===== src/hdl/xeu_pkg.sv =====
package xeu_pkg;

   // entity numbering, also the priority order when several candidates are live
   localparam int NumEnt = 6;
   localparam logic [2:0] ENT_LT   = 3'd0;
   localparam logic [2:0] ENT_GT   = 3'd1;
   localparam logic [2:0] ENT_AMP  = 3'd2;
   localparam logic [2:0] ENT_APOS = 3'd3;
   localparam logic [2:0] ENT_QUOT = 3'd4;
   localparam logic [2:0] ENT_HEXA = 3'd5;

   localparam logic [5:0] ALL_LIVE = 6'b11_1111;
   localparam logic [7:0] CHAR_AMP = "&";

   // entity text, padded with zero
   localparam logic [7:0] ENT_TEXT [0:NumEnt-1][0:5] = '{
      '{"&", "l", "t", ";", 8'h00, 8'h00},
      '{"&", "g", "t", ";", 8'h00, 8'h00},
      '{"&", "a", "m", "p", ";",   8'h00},
      '{"&", "a", "p", "o", "s",   ";"},
      '{"&", "q", "u", "o", "t",   ";"},
      '{"&", "#", "x", "A", ";",   8'h00}
   };
   localparam logic [2:0] ENT_LEN [0:NumEnt-1] = '{3'd4, 3'd4, 3'd5, 3'd6, 3'd6, 3'd5};

   // replacement text, second byte only used for the line break
   localparam logic [7:0] ENT_REPL [0:NumEnt-1][0:1] = '{
      '{"<",   8'h00},
      '{">",   8'h00},
      '{"&",   8'h00},
      '{"'",   8'h00},
      '{8'h22, 8'h00},
      '{8'h0d, 8'h0a}
   };
   localparam logic [1:0] ENT_REPL_LEN [0:NumEnt-1] = '{2'd1, 2'd1, 2'd1, 2'd1, 2'd1, 2'd2};

   // one decoded item's worth of work for the back end
   typedef struct packed {
      logic       rep;       // emit the replacement of rep_ent
      logic [2:0] rep_ent;
      logic [2:0] pre_ent;   // emit first pre_len bytes of this entity's text
      logic [2:0] pre_len;
      logic       has_lit;   // then one literal byte
      logic [7:0] lit;
      logic       eot;       // string ends with this item
   } cmd_type;

   function automatic logic [7:0] ent_char(input logic [2:0] ent, input logic [2:0] pos);
      logic [7:0] ch;
      ch = 8'h00;
      if (ent < 3'(NumEnt) && pos < 3'd6) begin
         ch = ENT_TEXT[ent][pos];
      end
      return ch;
   endfunction

   function automatic logic [2:0] ent_len(input logic [2:0] ent);
      logic [2:0] len;
      len = 3'd0;
      if (ent < 3'(NumEnt)) begin
         len = ENT_LEN[ent];
      end
      return len;
   endfunction

   function automatic logic [7:0] repl_char(input logic [2:0] ent, input logic pos);
      logic [7:0] ch;
      ch = 8'h00;
      if (ent < 3'(NumEnt)) begin
         ch = ENT_REPL[ent][pos];
      end
      return ch;
   endfunction

   function automatic logic [1:0] repl_len(input logic [2:0] ent);
      logic [1:0] len;
      len = 2'd0;
      if (ent < 3'(NumEnt)) begin
         len = ENT_REPL_LEN[ent];
      end
      return len;
   endfunction

endpackage


===== src/hdl/xeu_if.sv =====
interface xeu_req_if;
   logic       valid;
   logic       ready;
   logic [7:0] in_byte;
   logic       end_of_text;

   modport source (output valid, output in_byte, output end_of_text, input ready);
   modport sink   (input valid, input in_byte, input end_of_text, output ready);
endinterface

interface xeu_rsp_if;
   logic       valid;
   logic       ready;
   logic [7:0] out_byte;
   logic       last_of_run;
   logic       last_of_text;

   modport source (output valid, output out_byte, output last_of_run, output last_of_text,
                   input ready);
   modport sink   (input valid, input out_byte, input last_of_run, input last_of_text,
                   output ready);
endinterface


===== src/hdl/xeu_front.sv =====
module xeu_front (
   input  logic             clock,
   input  logic             reset,
   xeu_req_if.sink          req_chan,
   input  logic             q_full,
   output logic             q_push,
   output xeu_pkg::cmd_type q_cmd
);

   logic [2:0] held_ff, held_in;
   logic [5:0] live_ff, live_in;
   logic [5:0] next_live;
   logic       done_hit;
   logic [2:0] done_ent;
   logic [2:0] held_inc;
   logic       fresh;
   logic       accept;
   logic       push_cmd;
   xeu_pkg::cmd_type cmd;

   // lowest live candidate stands for the held bytes
   function automatic logic [2:0] first_live(input logic [5:0] mask);
      logic [2:0] idx;
      idx = 3'd0;
      for (int i = xeu_pkg::NumEnt - 1; i >= 0; i--) begin
         if (mask[i]) idx = 3'(i);
      end
      return idx;
   endfunction

   assign req_chan.ready = !q_full;
   assign accept         = req_chan.valid && !q_full;
   assign held_inc       = held_ff + 3'd1;

   // candidates that survive this byte, and a completed entity if any
   always_comb begin
      next_live = '0;
      done_hit  = 1'b0;
      done_ent  = 3'd0;
      for (int i = 0; i < xeu_pkg::NumEnt; i++) begin
         if (live_ff[i] && xeu_pkg::ent_len(3'(i)) > held_ff &&
             xeu_pkg::ent_char(3'(i), held_ff) == req_chan.in_byte) begin
            next_live[i] = 1'b1;
            if (xeu_pkg::ent_len(3'(i)) == held_inc) begin
               done_hit = 1'b1;
               done_ent = 3'(i);
            end
         end
      end
   end

   // classify the item into a command for the back end
   always_comb begin
      cmd      = '0;
      cmd.eot  = req_chan.end_of_text;
      push_cmd = 1'b0;
      held_in  = held_ff;
      live_in  = live_ff;
      fresh    = 1'b1;
      if (held_ff != 3'd0) begin
         if (next_live != '0) begin
            fresh = 1'b0;
            if (done_hit) begin
               cmd.rep     = 1'b1;
               cmd.rep_ent = done_ent;
               push_cmd    = 1'b1;
               held_in     = 3'd0;
               live_in     = '0;
            end else if (req_chan.end_of_text) begin
               // string ends inside a prefix: flush it
               cmd.pre_ent = first_live(next_live);
               cmd.pre_len = held_inc;
               push_cmd    = 1'b1;
               held_in     = 3'd0;
               live_in     = '0;
            end else begin
               held_in = held_inc;
               live_in = next_live;
            end
         end else begin
            // mismatch: held bytes go out unchanged
            cmd.pre_ent = first_live(live_ff);
            cmd.pre_len = held_ff;
            push_cmd    = 1'b1;
            held_in     = 3'd0;
            live_in     = '0;
         end
      end
      if (fresh) begin
         if (req_chan.in_byte == xeu_pkg::CHAR_AMP && !req_chan.end_of_text) begin
            held_in = 3'd1;
            live_in = xeu_pkg::ALL_LIVE;
         end else begin
            cmd.has_lit = 1'b1;
            cmd.lit     = req_chan.in_byte;
            push_cmd    = 1'b1;
         end
      end
   end

   assign q_push = accept && push_cmd;
   assign q_cmd  = cmd;

   // match state
   always_ff @(posedge clock) begin
      if (reset) begin
         held_ff <= 3'd0;
         live_ff <= '0;
      end else if (accept) begin
         held_ff <= held_in;
         live_ff <= live_in;
      end
   end

endmodule


===== src/hdl/xeu_fifo.sv =====
module xeu_fifo #(
   parameter int Depth = 4
) (
   input  logic             clock,
   input  logic             reset,
   input  logic             push,
   input  xeu_pkg::cmd_type push_cmd,
   input  logic             pop,
   output xeu_pkg::cmd_type head_cmd,
   output logic             empty,
   output logic             full
);

   localparam int PtrW = (Depth > 1) ? $clog2(Depth) : 1;
   localparam int CntW = $clog2(Depth + 1);

   xeu_pkg::cmd_type slot_ff [0:Depth-1];
   logic [PtrW-1:0]  wr_ptr_ff, rd_ptr_ff;
   logic [CntW-1:0]  count_ff;
   logic             do_push, do_pop;

   assign empty    = (count_ff == CntW'(0));
   assign full     = (count_ff == CntW'(Depth));
   assign do_push  = push && !full;
   assign do_pop   = pop && !empty;
   assign head_cmd = slot_ff[rd_ptr_ff];

   // storage
   always_ff @(posedge clock) begin
      if (do_push) begin
         slot_ff[wr_ptr_ff] <= push_cmd;
      end
   end

   // pointers and fill level
   always_ff @(posedge clock) begin
      if (reset) begin
         wr_ptr_ff <= '0;
         rd_ptr_ff <= '0;
         count_ff  <= '0;
      end else begin
         if (do_push) begin
            wr_ptr_ff <= (wr_ptr_ff == PtrW'(Depth - 1)) ? '0 : wr_ptr_ff + 1'b1;
         end
         if (do_pop) begin
            rd_ptr_ff <= (rd_ptr_ff == PtrW'(Depth - 1)) ? '0 : rd_ptr_ff + 1'b1;
         end
         if (do_push && !do_pop) begin
            count_ff <= count_ff + 1'b1;
         end else if (do_pop && !do_push) begin
            count_ff <= count_ff - 1'b1;
         end
      end
   end

endmodule


===== src/hdl/xeu_back.sv =====
module xeu_back (
   input  logic             clock,
   input  logic             reset,
   input  xeu_pkg::cmd_type head_cmd,
   input  logic             q_empty,
   output logic             q_pop,
   xeu_rsp_if.source        rsp_chan
);

   logic [2:0] idx_ff, idx_in;
   logic [2:0] total;
   logic       is_last;
   logic       fire;

   // bytes this command expands to
   always_comb begin
      if (head_cmd.rep) begin
         total = {1'b0, xeu_pkg::repl_len(head_cmd.rep_ent)};
      end else begin
         total = head_cmd.pre_len + {2'b00, head_cmd.has_lit};
      end
   end

   assign is_last = (idx_ff == total - 3'd1);
   assign fire    = rsp_chan.valid && rsp_chan.ready;

   // select the byte at the current position
   always_comb begin
      if (head_cmd.rep) begin
         rsp_chan.out_byte = xeu_pkg::repl_char(head_cmd.rep_ent, idx_ff[0]);
      end else if (idx_ff < head_cmd.pre_len) begin
         rsp_chan.out_byte = xeu_pkg::ent_char(head_cmd.pre_ent, idx_ff);
      end else begin
         rsp_chan.out_byte = head_cmd.lit;
      end
   end

   assign rsp_chan.valid        = !q_empty;
   assign rsp_chan.last_of_run  = is_last;
   assign rsp_chan.last_of_text = is_last && head_cmd.eot;
   assign q_pop                 = fire && is_last;
   assign idx_in                = q_pop ? 3'd0 : idx_ff + 3'd1;

   // position within the current command
   always_ff @(posedge clock) begin
      if (reset) begin
         idx_ff <= 3'd0;
      end else if (fire) begin
         idx_ff <= idx_in;
      end
   end

endmodule


===== src/hdl/xml_entity_unescape.sv =====
// channel | dir | modport          | payload
// --------+-----+------------------+-------------------------------------------
// req     | in  | xeu_req_if.sink  | in_byte[7:0], end_of_text
// rsp     | out | xeu_rsp_if.source| out_byte[7:0], last_of_run, last_of_text
//
// one item per cycle is taken while the command queue has room; an item that
// produces n bytes (0 to 6) occupies the output serializer until all n are sent.
// first result byte is offered from the command queue, after any commands ahead of it.
// reset is synchronous and clears the match state and empties the queue.
// input stalls only when QueueDepth commands wait behind a slow or stalled output.
module xml_entity_unescape #(
   parameter int QueueDepth = 4
) (
   input  logic       clock,
   input  logic       reset,
   xeu_req_if.sink    req_chan,
   xeu_rsp_if.source  rsp_chan
);

   xeu_pkg::cmd_type push_cmd, head_cmd;
   logic             push, pop, q_empty, q_full;

   // match front end
   xeu_front u_front (
      .clock    (clock),
      .reset    (reset),
      .req_chan (req_chan),
      .q_full   (q_full),
      .q_push   (push),
      .q_cmd    (push_cmd)
   );

   // command queue
   xeu_fifo #(
      .Depth (QueueDepth)
   ) u_fifo (
      .clock    (clock),
      .reset    (reset),
      .push     (push),
      .push_cmd (push_cmd),
      .pop      (pop),
      .head_cmd (head_cmd),
      .empty    (q_empty),
      .full     (q_full)
   );

   // output serializer
   xeu_back u_back (
      .clock    (clock),
      .reset    (reset),
      .head_cmd (head_cmd),
      .q_empty  (q_empty),
      .q_pop    (pop),
      .rsp_chan (rsp_chan)
   );

endmodule


===== src/flat_wrapper.sv =====
// flat-port wrapper written by rule: the top's interface ports become plain ports
module xml_entity_unescape_flat 
#(
   parameter int QueueDepth = 4
)
  (clock, reset, req_chan_valid, req_chan_in_byte, req_chan_end_of_text, req_chan_ready, rsp_chan_valid, rsp_chan_out_byte, rsp_chan_last_of_run, rsp_chan_last_of_text, rsp_chan_ready);
  xeu_req_if req_chan_i ();
  xeu_rsp_if rsp_chan_i ();
  input  logic clock;
  input  logic reset;
  input wire logic [$bits(req_chan_i.valid)-1:0] req_chan_valid;
  input wire logic [$bits(req_chan_i.in_byte)-1:0] req_chan_in_byte;
  input wire logic [$bits(req_chan_i.end_of_text)-1:0] req_chan_end_of_text;
  output wire logic [$bits(req_chan_i.ready)-1:0] req_chan_ready;
  output wire logic [$bits(rsp_chan_i.valid)-1:0] rsp_chan_valid;
  output wire logic [$bits(rsp_chan_i.out_byte)-1:0] rsp_chan_out_byte;
  output wire logic [$bits(rsp_chan_i.last_of_run)-1:0] rsp_chan_last_of_run;
  output wire logic [$bits(rsp_chan_i.last_of_text)-1:0] rsp_chan_last_of_text;
  input wire logic [$bits(rsp_chan_i.ready)-1:0] rsp_chan_ready;
  assign req_chan_i.valid = req_chan_valid;
  assign req_chan_i.in_byte = req_chan_in_byte;
  assign req_chan_i.end_of_text = req_chan_end_of_text;
  assign req_chan_ready = req_chan_i.ready;
  assign rsp_chan_valid = rsp_chan_i.valid;
  assign rsp_chan_out_byte = rsp_chan_i.out_byte;
  assign rsp_chan_last_of_run = rsp_chan_i.last_of_run;
  assign rsp_chan_last_of_text = rsp_chan_i.last_of_text;
  assign rsp_chan_i.ready = rsp_chan_ready;
  xml_entity_unescape #(.QueueDepth(QueueDepth)) u_core (.clock(clock), .reset(reset), .req_chan(req_chan_i), .rsp_chan(rsp_chan_i));
endmodule

===== config.mk =====
export PLATFORM = sky130hd
export DESIGN_NAME = xml_entity_unescape_flat
export DESIGN_NICKNAME = d
export VERILOG_FILES = /design/src/hdl/xeu_pkg.sv /design/src/hdl/xeu_if.sv /design/src/hdl/xeu_front.sv /design/src/hdl/xeu_fifo.sv /design/src/hdl/xeu_back.sv /design/src/hdl/xml_entity_unescape.sv /design/src/flat_wrapper.sv
export SDC_FILE = /design/constraint.sdc
export NUM_CORES = 1
export LEC_CHECK = 0
export ABC_AREA = 1
export BUFFER_PORTS_ARGS = -buffer_cell sky130_fd_sc_hd__buf_2
export CAP_MARGIN = 20
export CORE_AREA = 10 10 158 160
export DETAILED_ROUTE_END_ITERATION = 16
export DIE_AREA = 0 0 168 170
export GPL_TIMING_DRIVEN = 0
export PLACE_DENSITY_LB_ADDON = 0.25
export SETUP_SLACK_MARGIN = 0.1
export SLEW_MARGIN = 5
export SYNTH_ARGS = -nofsm -noshare
export SYNTH_HDL_FRONTEND = slang
export SYNTH_SLANG_ARGS = --single-unit
export TNS_END_PERCENT = 10

===== constraint.sdc =====
create_clock -name clock -period 5.3 [get_ports clock]
set_clock_uncertainty 0.2 [all_clocks]
set_input_delay 0 -clock clock [delete_from_list [all_inputs] [get_ports clock]]
set_output_delay 0 -clock clock [all_outputs]
set_load 0.05 [all_outputs]

==> flow_summary.json, run 1 <==
{
  "post_synth_fa_ha_maj_area_fraction_pct": 4.895,
  "design.die.area_mm2": 0.02856,
  "synth.net_count": 809,
  "slew_viol_final": 0,
  "yosys.cell_count.top_type": "nand2_1",
  "floorplan.initialDensity_pct": 27.81,
  "vdd.ir_drop.worst_uv": 174.9,
  "crit_path_start_kind": "flop",
  "power.leakage_nw": 2.909,
  "ctsLongestPathBuffers": 2,
  "synth_top_area_cell": "edfxtp_1",
  "finalWeightedCongestion": 0.9054,
  "syn-mean-instance-area_um2": 7.803,
  "grt_start_max_net_pins": 17,
  "worst_setup_path_type": "reg -> reg",
  "synth_compound_area_share_pct": 10.81,
  "synth_simple_gate_area_share_pct": 29.81,
  "num_antenna_cells": 0,
  "grt_pass1_vias": 4973,
  "grt_setup_unrepaired": "no",
  "cp.required_ns": 5.38,
  "place_worst_setup_slack_ns": 0.6071,
  "dp_hpwl_mm": 12.83,
  "post_synth_main_area_contributors": "edfxtp_1 40%, nand2_1 12%, nand3_1 7.1%, dfxtp_1 7.0%, nor2_1 6.7%",
  "route.detailed.wl_per_inst_um": 15.60,
  "fin_tns_setup_ns": 0,
  "cell_at_the_root_of_the_clock_tree": "clkbuf_16",
  "final_worst_hold_slack_ns": 0.07562,
  "power_density_mw_per_mm2": 373.6,
  "share_of_the_core_filled_with_cells_in_the_final_layout_pct": 31.78,
  "transition_time_at_the_pin_with_the_least_slew_margin_ns": 0.6753,
  "detailedRoute.firstIterationViolations": 557,
  "timing.final.setup_violations": 0,
  "drc": 0,
  "die_w_um": 168,
  "fp.dieH_um": 170,
  "yosys.area.top_type_share_pct": 39.83,
  "boundaryPins": 25,
  "number_of_register_bits_inferred_by_synthesis": 101,
  "synth_warnings": 0,
  "synthFlopType": "edfxtp_1",
  "remaining_global_route_overflow": 0,
  "cells_traversed_along_the_worst_timing_path": "buf_4 > inv_1 > buf_2 > clkbuf_1 > o21ai_0 > o22ai_1 > ha_1 > ha_1 > a21oi_1 > ha_1 > xor2_1 > xnor2_1 > nor2_1 > nand2_1 > inv_1 > nand2_1 > ha_1 > inv_1 > fa_1 > nor2_1 > nor2_1 > nand2_1 > o21ai_0 > a21oi_1",
  "final_antenna_net_count": 0,
  "vias_per_cell": 4.813,
  "stdcell_area_mm2": 0.006892,
  "synth_seq_area_share_pct": 46.80,
  "hold_viol_final": 0,
  "outcome": "finished, final reports clean",
  "final_period_minus_worst_setup_slack_ns": 4.671,
  "maxCapViolCount": 0,
  "grt_first_pass_wirelength_mm": 27.32,
  "synth.cells.most_frequent": "197 x nand2_1, 108 x nor2_1, 85 x nand3_1",
  "cts.clk_slew.worst_paths_ns": 0.07,
  "worstPathArrival_ns": 4.75,
  "worstHoldPathCells": 3,
  "crit_path_max_incr_delay_ns": 0.40,
  "timing.reg2reg.worst_path_depth": 24,
  "globalRouteTotalUtil_pct": 11.95,
  "cts.htree.levels": 3,
  "synthXorXnorAreaFrac_pct": 0.5808,
  "flow.area_growth_from_synthesis_pct": 14.25,
  "netlist_instances": 773,
  "asyncSetResetFlopFracSynth_pct": 0,
  "route.vias.total": 5299,
  "netlist-cell-type-count": 42,
  "drt-total-wl_mm": 17.18,
  "synth.cell_area_mm2": 0.006032,
  "drive_gt1_share_pct": 9.257,
  "cts_tree": "yes",
  "portBuffers": 22,
  "drtPass1Iterations": 5,
  "ctsResizeCount": 0,
  "placement_rows": 54,
  "setup.worst_path.end_class": "flop",
  "core_mm2": 0.02169,
  "critical_path.most_common_cell": "ha_1",
  "nNetsFinal": 852,
  "hold_class": "in -> reg",
  "synth_mux_area_share_pct": 0,
  "maxClockFrequency_mhz": 214.1,
  "synth_enable_flop_cells": 80,
  "grt_antenna_before_repair": 0,
  "layout.filler_cells": 2345,
  "finalCritPeriodShare_pct": 88.14,
  "timing.slew.headroom_pct": 54.71,
  "clkSinkCount": 101,
  "combinational_family_with_the_most_area_after_synthesis": "simple AND/OR/NAND/NOR gates",
  "setup_slack_ns": 0.6288,
  "clkLatencyLatePin_ns": 0.35,
  "tritoncts.num_buffers": 9,
  "dpl-instance-area_mm2": 0.006563,
  "crit_slowest_cell": "clkbuf_1",
  "path_max_fanout": 10
}
-- kinds of logic after synthesis --
group	after synthesis
flip-flops	101
adder cells (fa/ha/maj)	23
buffers and inverters	106
AND/OR/NAND/NOR	421
AO/OA/AOI/OAI	118
XOR/XNOR	4
-- sequential cells by signal (all words and copies together) (netlist names), named ones only --
signal / count
u_core.u_fifo.slot_ff: 80
u_core.u_fifo.wr_ptr_ff: 2
u_core.u_front.live_ff: 6
u_core.u_fifo.count_ff: 3
u_core.u_fifo.rd_ptr_ff: 2
u_core.u_back.idx_ff: 3
u_core.u_front.held_ff: 3
-- placed cells by master, fill, tap and decap left out, types with 3 or more instances in the layout --
cell and instances:
nand2_1 197, nor2_1 104, nand3_1 85, edfxtp_1 80, inv_1 69, o21ai_0 50, a21oi_1 36, buf_2 26
ha_1 22, dfxtp_1 21, clkbuf_1 17, o22ai_1 11, nand4_1 10, clkbuf_16 9, inv_2 8, buf_4 7
nor3_1 7, nor2_2 6, dlygate4sd3_1 6, o21ai_1 5, clkinvlp_4 4, buf_8 4, nand2_2 3
-- stage by stage --
stage | power, mW | instances
floorplan | 1.714 | 773
global placement | 1.978 | 1075
detailed placement | 1.993 | 1079
CTS | 2.598 | 1101
global route | 2.744 | 1101
finish | 2.574 | 1101
-- worst max-delay path: cells and delay by family (launching register included) --
kind / cells / cell delay (ns)
XOR/XNOR: 2 / 0.32
AND/OR/NAND/NOR: 6 / 0.66
flip-flops: 1 / 0.31
AO/OA/AOI/OAI: 5 / 0.80
adder cells (fa/ha/maj): 5 / 1.18
buffers and inverters: 6 / 1.11
-- final cells by class --
| cell class | count | area [µm²] | area share, % |
|---|---|---|---|
| Buffer | 27 | 132.6 | 1.924 |
| Clock buffer | 10 | 229.0 | 3.322 |
| Clock inverter | 6 | 40.04 | 0.5810 |
| Inverter | 79 | 296.5 | 4.303 |
| Multi-Input combinational cell | 566 | 2790 | 40.49 |
| Sequential cell | 101 | 2823 | 40.96 |
| Tap cell | 280 | 350.3 | 5.084 |
| Timing Repair Buffer | 32 | 230.2 | 3.341 |
-- repair_timing --
item,in CTS,in global routing
hold buffers,6,0
buffers inserted,0,0
endpoints found under the hold margin,13,0
endpoints found under the setup margin,0,0
-- worst paths after layout --
check	startpoint	end	slack (ns)
max	flop	u_core.u_fifo.count_ff[2]	0.63
min	req_chan_in_byte[6]	u_core.u_fifo.slot_ff[3][7]	0.08
max reg2reg	flop	u_core.u_fifo.count_ff[2]	0.63
min reg2reg	u_core.u_fifo.count_ff[2]	u_core.u_fifo.count_ff[2]	0.29
-- routing by layer --
metal  GRT usage, %  wire length, µm  vias up
li1               -                -     2678
met1          16.38             8449     2463
met2          18.59             7680      135
met3          1.958              720       23
met4          4.164              330        0
met5              0                0        -
-- power by group --
| part | total (mW) | internal, mW | leakage [nW] | switching (mW) |
|---|---|---|---|---|
| logic | 0.980 | 0.269 | 1.88 | 0.711 |
| clock network | 0.598 | 0.317 | 0.120 | 0.282 |
| registers | 0.996 | 0.952 | 0.904 | 0.0439 |
No activity file was read; power rests on OpenSTA's default activity.
==> run 2: changes to the inputs <==
--- a/config.mk
+++ b/config.mk
@@ -8,14 +8,15 @@
 export ABC_AREA = 1
 export BUFFER_PORTS_ARGS = -buffer_cell sky130_fd_sc_hd__buf_2
 export CAP_MARGIN = 20
-export CORE_AREA = 10 10 158 160
+export CORE_AREA = 10 10 161 163
 export DETAILED_ROUTE_END_ITERATION = 16
-export DIE_AREA = 0 0 168 170
+export DIE_AREA = 0 0 171 173
 export GPL_TIMING_DRIVEN = 0
 export PLACE_DENSITY_LB_ADDON = 0.25
 export SETUP_SLACK_MARGIN = 0.1
 export SLEW_MARGIN = 5
 export SYNTH_ARGS = -nofsm -noshare
 export SYNTH_HDL_FRONTEND = slang
+export SYNTH_HIERARCHICAL = 1
 export SYNTH_SLANG_ARGS = --single-unit
 export TNS_END_PERCENT = 10
==> run 2 against run 1 <==
Sequential cell count did not move; register-to-register slack got worse by 0.07 ns; sequential share of layout area fell by 1.4 points; hold slack improved by 0.018 ns; global-route usage rose by 0.28 points; clock-buffer cell count did not move; utilization fell by 0.20 points; critical path type unchanged; largest power group is now combinational logic.
==> flow_summary.json, run 2 <==
{
  "largest-register": "u_core/u_fifo/slot_ff",
  "cp.required_ns": 5.38,
  "hold_viol_final": 0,
  "synth_seq_area_share_pct": 45.19,
  "fp.dieH_um": 173,
  "die_w_um": 171,
  "clkLatencyLatePin_ns": 0.34,
  "cts.clk_slew.worst_paths_ns": 0.06,
  "outcome": "finished, final reports clean",
  "power_density_mw_per_mm2": 529.2,
  "slew_viol_final": 0,
  "share_of_the_core_filled_with_cells_in_the_final_layout_pct": 31.58,
  "synth.net_count": 837,
  "post_synth_main_area_contributors": "edfxtp_1 38%, nand2_1 11%, nor2_1 7.2%, dfxtp_1 6.7%, nand3_1 5.4%",
  "synthFlopType": "edfxtp_1",
  "synth_top_area_cell": "edfxtp_1",
  "core_mm2": 0.02257,
  "route.detailed.wl_per_inst_um": 15.99,
  "globalRouteTotalUtil_pct": 12.23,
  "grt_pass1_vias": 5218,
  "grt_setup_unrepaired": "no",
  "asyncSetResetFlopFracSynth_pct": 0,
  "highest_layer": "met4",
  "synth.cell_area_mm2": 0.006246,
  "grt_antenna_before_repair": 0,
  "dp_hpwl_mm": 13.37,
  "design.die.area_mm2": 0.02958,
  "path_max_fanout": 10,
  "transition_time_at_the_pin_with_the_least_slew_margin_ns": 0.6583,
  "timing.slew.headroom_pct": 56.11,
  "clkSinkCount": 101,
  "top_regs": "u_core/u_fifo/slot_ff: 80 flops, u_core/u_front/live_ff: 6 flops",
  "vias_per_cell": 4.861,
  "power.leakage_nw": 3.001,
  "fin_tns_setup_ns": 0,
  "syn-mean-instance-area_um2": 7.798,
  "setup.worst_path.end_class": "flop",
  "netlist_instances": 801,
  "m1WireLength_mm": 8.729,
  "worst_setup_path_type": "reg -> reg",
  "grt_first_pass_wirelength_mm": 28.91,
  "detailedRoute.firstIterationViolations": 394,
  "post-cts-setup-buffers": 0,
  "dr_wl_met3_um": 740,
  "yosys.area.top_type_share_pct": 38.46,
  "maxCapViolCount": 0,
  "crit_path_start_kind": "flop",
  "final_worst_hold_slack_ns": 0.09363,
  "layout.filler_cells": 2444,
  "floorplan.initialDensity_pct": 27.67,
  "portBuffers": 20,
  "cell_at_the_root_of_the_clock_tree": "clkbuf_16",
  "tritoncts.num_buffers": 9,
  "timing.final.setup_violations": 0,
  "vdd.ir_drop.worst_uv": 397.1,
  "drive_gt1_share_pct": 12.88,
  "netlist-cell-type-count": 45,
  "worstPathArrival_ns": 4.82,
  "finalCritPeriodShare_pct": 89.49,
  "maxClockFrequency_mhz": 210.8,
  "drc": 0,
  "ctsLongestPathBuffers": 2,
  "hold_class": "in -> reg",
  "synth_enable_flop_cells": 80,
  "number_of_flip_flops_in_the_largest_register": 80,
  "nNetsFinal": 877,
  "synth_warnings": 6,
  "final_antenna_net_count": 0,
  "remaining_global_route_overflow": 0,
  "number_of_register_bits_inferred_by_synthesis": 101,
  "met2_wirelength_mm": 8.296,
  "placement_rows": 55,
  "cts.hold.buffers_added": 5,
  "drt-total-wl_mm": 18.09,
  "route.vias.total": 5498,
  "fin_total_pwr_mw": 3.772,
  "layout_commonest_cell": "nand2_1",
  "num_antenna_cells": 0,
  "final_period_minus_worst_setup_slack_ns": 4.743,
  "layout_common_cells": "175 x nand2_1, 116 x nor2_1, 80 x edfxtp_1",
  "ctsResizeCount": 0,
  "boundaryPins": 25,
  "cts.htree.levels": 3,
  "finalWeightedCongestion": 0.9182,
  "synth.cells.most_frequent": "175 x nand2_1, 120 x nor2_1, 80 x edfxtp_1",
  "cts_tree": "yes",
  "grt_start_max_net_pins": 17,
  "drtPass1Iterations": 5,
  "flow.area_growth_from_synthesis_pct": 14.12,
  "yosys.cell_count.top_type": "nand2_1"
}
[run 2: critical path, cell delays in order (launching register included)]
cell and delay (ns):
dfxtp_1 0.68, inv_2 0.23, ha_1 0.48, inv_1 0.09
nand2_1 0.20, nand2_1 0.08, a21oi_1 0.13, nand2_1 0.06
nor2_1 0.22, nand3_1 0.19, nand3_1 0.17, nor2_4 0.08
inv_2 0.09, nor3_2 0.06, nor3_1 0.41, nand2_2 0.23
inv_1 0.10, ha_1 0.17, inv_1 0.07, fa_1 0.37
nand2_1 0.10, nand3_1 0.08, nand2_1 0.06, inv_1 0.03
nor2_1 0.08
[run 2: cell type report]
type | count | area (µm²) | share of cell area [%]
Tap cell | 285 | 356.6 | 5.003
Multi-Input combinational cell | 581 | 2925 | 41.04
Clock buffer | 10 | 229.0 | 3.212
Buffer | 32 | 176.4 | 2.475
Inverter | 87 | 331.6 | 4.652
Sequential cell | 101 | 2823 | 39.60
Timing Repair Buffer | 29 | 222.7 | 3.124
Clock inverter | 6 | 63.81 | 0.8952
[run 2: stage by stage]
stage	worst slack, ns	cell area [µm²]	instances
after global routing	0.1963	7128	1131
after CTS	0.5964	7128	1131
final	0.5571	7128	1131
after global placement	-0.3491	6703	1106
after detailed placement	0.6008	6785	1110
after floorplan	1.500	6246	801
[run 2: final timing paths]
check | from | end | slack, ns | cells after the start
hold / removal | req_chan_in_byte[3] | u_core/u_front/live_ff[4] | 0.09 | 6
hold reg to reg | u_core/u_fifo/rd_ptr_ff[1] | u_core/u_fifo/rd_ptr_ff[1] | 0.33 | 2
setup / recovery | u_core/u_front/held_ff[1] | u_core/u_fifo/count_ff[2] | 0.56 | 24
setup reg to reg | u_core/u_front/held_ff[1] | u_core/u_fifo/count_ff[2] | 0.56 | 24
[run 2: layer usage]
metal | track usage (%) | up-vias
met5 | 0 | -
met4 | 3.806 | 0
li1 | - | 2791
met3 | 2.072 | 22
met2 | 19.02 | 130
met1 | 16.79 | 2555
[run 2: logic make-up after synthesis]
logic type | after synthesis | share of synthesized area [%]
adder cells (fa/ha/maj) | 23 | 4.728
flip-flops | 101 | 45.19
XOR/XNOR | 3 | 0.4207
AND/OR/NAND/NOR | 421 | 29.61
buffers and inverters | 119 | 8.133
AO/OA/AOI/OAI | 134 | 11.92
[run 2: where the power goes]
| part | switching, mW | internal, mW |
|---|---|---|
| logic | 1.48 | 0.602 |
| clock network | 0.278 | 0.364 |
| registers | 0.0645 | 0.985 |
==> run 3: changes to the inputs <==
--- a/config.mk
+++ b/config.mk
@@ -7,10 +7,10 @@
 export LEC_CHECK = 0
 export ABC_AREA = 1
 export BUFFER_PORTS_ARGS = -buffer_cell sky130_fd_sc_hd__buf_2
-export CAP_MARGIN = 20
-export CORE_AREA = 10 10 161 163
+export CAP_MARGIN = 10
+export CORE_AREA = 2 2 148 150
 export DETAILED_ROUTE_END_ITERATION = 16
-export DIE_AREA = 0 0 171 173
+export DIE_AREA = 0 0 150 152
 export GPL_TIMING_DRIVEN = 0
 export PLACE_DENSITY_LB_ADDON = 0.25
 export SETUP_SLACK_MARGIN = 0.1
==> run 3 against run 2 <==
Sequential cell count did not move; via count rose by 0.80%; setup slack improved by 0.25 ns; utilization rose by 1.8 points; hold slack got worse by 0.0083 ns; critical path type unchanged; largest power group unchanged.
==> flow_summary.json, run 3 (synthesis gave the netlist of run 2 again) <==
{
  "ctsResizeCount": 0,
  "path_max_fanout": 10,
  "route.detailed.wl_per_inst_um": 15.82,
  "stdcell_area_mm2": 0.007129,
  "worst_setup_path_type": "reg -> reg",
  "hold_class": "in -> reg",
  "finalCritPeriodShare_pct": 84.81,
  "vdd.ir_drop.worst_uv": 227.5,
  "cellInternalPower_mw": 1.911,
  "globalRouteTotalUtil_pct": 15.73,
  "setup.worst_path.end_class": "flop",
  "combinational_share_of_power_pct": 55.9,
  "power.net_switching_mw": 1.811,
  "boundaryPins": 25,
  "worstPathArrival_ns": 4.53,
  "design.die.area_mm2": 0.02280,
  "finish.cell_count_without_fillers": 1128,
  "grt_pass1_vias": 5095,
  "fp.dieH_um": 152,
  "crit_path_max_incr_delay_ns": 0.66,
  "cp.required_ns": 5.34,
  "final_period_minus_worst_setup_slack_ns": 4.495,
  "final_antenna_net_count": 0,
  "vias_per_cell": 4.913,
  "clkLatencyLatePin_ns": 0.34,
  "clock_power_share_pct": 16.0,
  "layout_commonest_cell": "nand2_1",
  "grt_start_max_net_pins": 17,
  "maxCapViolCount": 0,
  "placement_rows": 54,
  "cts.clk_slew.worst_paths_ns": 0.07,
  "dpl-instance-area_mm2": 0.006792,
  "fin_total_pwr_mw": 3.722,
  "portBuffers": 20,
  "ctsLongestPathBuffers": 2,
  "cts.htree.levels": 3,
  "hold_viol_final": 0,
  "critical_path.most_common_cell": "inv_1",
  "largest-register": "u_core/u_fifo/slot_ff",
  "number_of_flip_flops_in_the_largest_register": 80,
  "timing.final.setup_violations": 0,
  "register_share_of_total_power_pct": 28.2,
  "transition_time_at_the_pin_with_the_least_slew_margin_ns": 0.6774,
  "grt_antenna_before_repair": 0,
  "cts_tree": "yes",
  "die_w_um": 150,
  "drc": 0,
  "top_regs": "u_core/u_fifo/slot_ff: 80 flops, u_core/u_front/live_ff: 6 flops",
  "drive_gt1_share_pct": 12.85,
  "cell_at_the_root_of_the_clock_tree": "clkbuf_16",
  "outcome": "finished, final reports clean",
  "detailedRoute.firstIterationViolations": 450,
  "num_antenna_cells": 0,
  "share_of_the_core_filled_with_cells_in_the_final_layout_pct": 33.39,
  "drt-total-wl_mm": 17.85,
  "floorplan.initialDensity_pct": 29.25,
  "route.vias.total": 5542,
  "tritoncts.num_buffers": 9,
  "clkSinkCount": 101,
  "dp_hpwl_mm": 13.10,
  "flow.area_growth_from_synthesis_pct": 14.14,
  "power_density_mw_per_mm2": 522.1,
  "crit_slowest_cell": "dfxtp_1",
  "grt_setup_unrepaired": "no",
  "layout_common_cells": "175 x nand2_1, 116 x nor2_1, 80 x edfxtp_1",
  "slew_viol_final": 0,
  "power.leakage_nw": 3.022,
  "core_mm2": 0.02135,
  "grt_first_pass_wirelength_mm": 28.14,
  "remaining_global_route_overflow": 0,
  "cts.hold.buffers_added": 7,
  "finalWeightedCongestion": 0.9192,
  "crit_path_start_kind": "flop",
  "maxClockFrequency_mhz": 222.5,
  "nNetsFinal": 879,
  "post-place-cells": 1105,
  "drtPass1Iterations": 5,
  "timing.slew.headroom_pct": 54.79,
  "post-cts-setup-buffers": 0,
  "sw_frac_of_total_pct": 48.66
}
==> run 3: final timing paths <==
kind | from | end | slack (ns) | cells after the start
worst max-delay path | u_core/u_front/held_ff[1] | u_core/u_fifo/count_ff[2] | 0.81 | 25
worst min register to register | u_core/u_fifo/count_ff[1] | u_core/u_fifo/count_ff[1] | 0.34 | 2
worst max register to register | u_core/u_front/held_ff[1] | u_core/u_fifo/count_ff[2] | 0.81 | 25
worst min-delay path | req_chan_in_byte[5] | u_core/u_front/live_ff[5] | 0.09 | 7
==> run 3: area by class of cell <==
cell class / count / area [µm²]
fillers: 2353 / 14220
multi-input cells: 581 / 2925
flip-flops and latches: 101 / 2823
well taps: 280 / 350.3
inverters: 87 / 331.6
repair buffers: 31 / 255.2
clock buffers: 10 / 229.0
plain buffers: 32 / 176.4
clock inverters: 6 / 38.79
==> run 3: critical path: cells and delay by family, from the launching register on <==
family,cells,cell delay (ns)
AO/OA/AOI/OAI,1,0.08
adder cells (fa/ha/maj),3,0.98
AND/OR/NAND/NOR,14,1.79
flip-flops,1,0.66
buffers and inverters,7,0.66
==> run 3: power groups by stage <==
stage / sequential [mW] / clock [mW] / combinational, mW
floorplan: 1.05 / 0 / 1.58
global placement: 1.08 / 0 / 2.07
detailed placement: 1.07 / 0 / 2.08
CTS: 1.05 / 0.615 / 2.09
global route: 1.06 / 0.645 / 2.29
finish: 1.05 / 0.594 / 2.08
==> run 3: routing by layer <==
layer	part of all wire, %	routed length, µm	vias up	GRT usage [%]
met5	0	0	-	0
met4	1.5	263	0	4.088
met3	4.5	795	18	1.562
met2	48	8497	145	25.14
met1	46	8289	2597	22.75
li1	-	-	2782	-
==> run 3: through the flow <==
stage / hold slack, ns / TNS, ns / setup slack [ns]
4_1_cts: 0.06444 / 0 / 0.8679
3_5_place_dp: 0.1773 / 0 / 0.8902
2_1_floorplan: -0.1309 / 0 / 1.500
3_3_place_gp: 0.1661 / -2.661 / -0.07137
6_report: 0.08532 / 0 / 0.8051
5_1_grt: 0.1047 / 0 / 0.4036
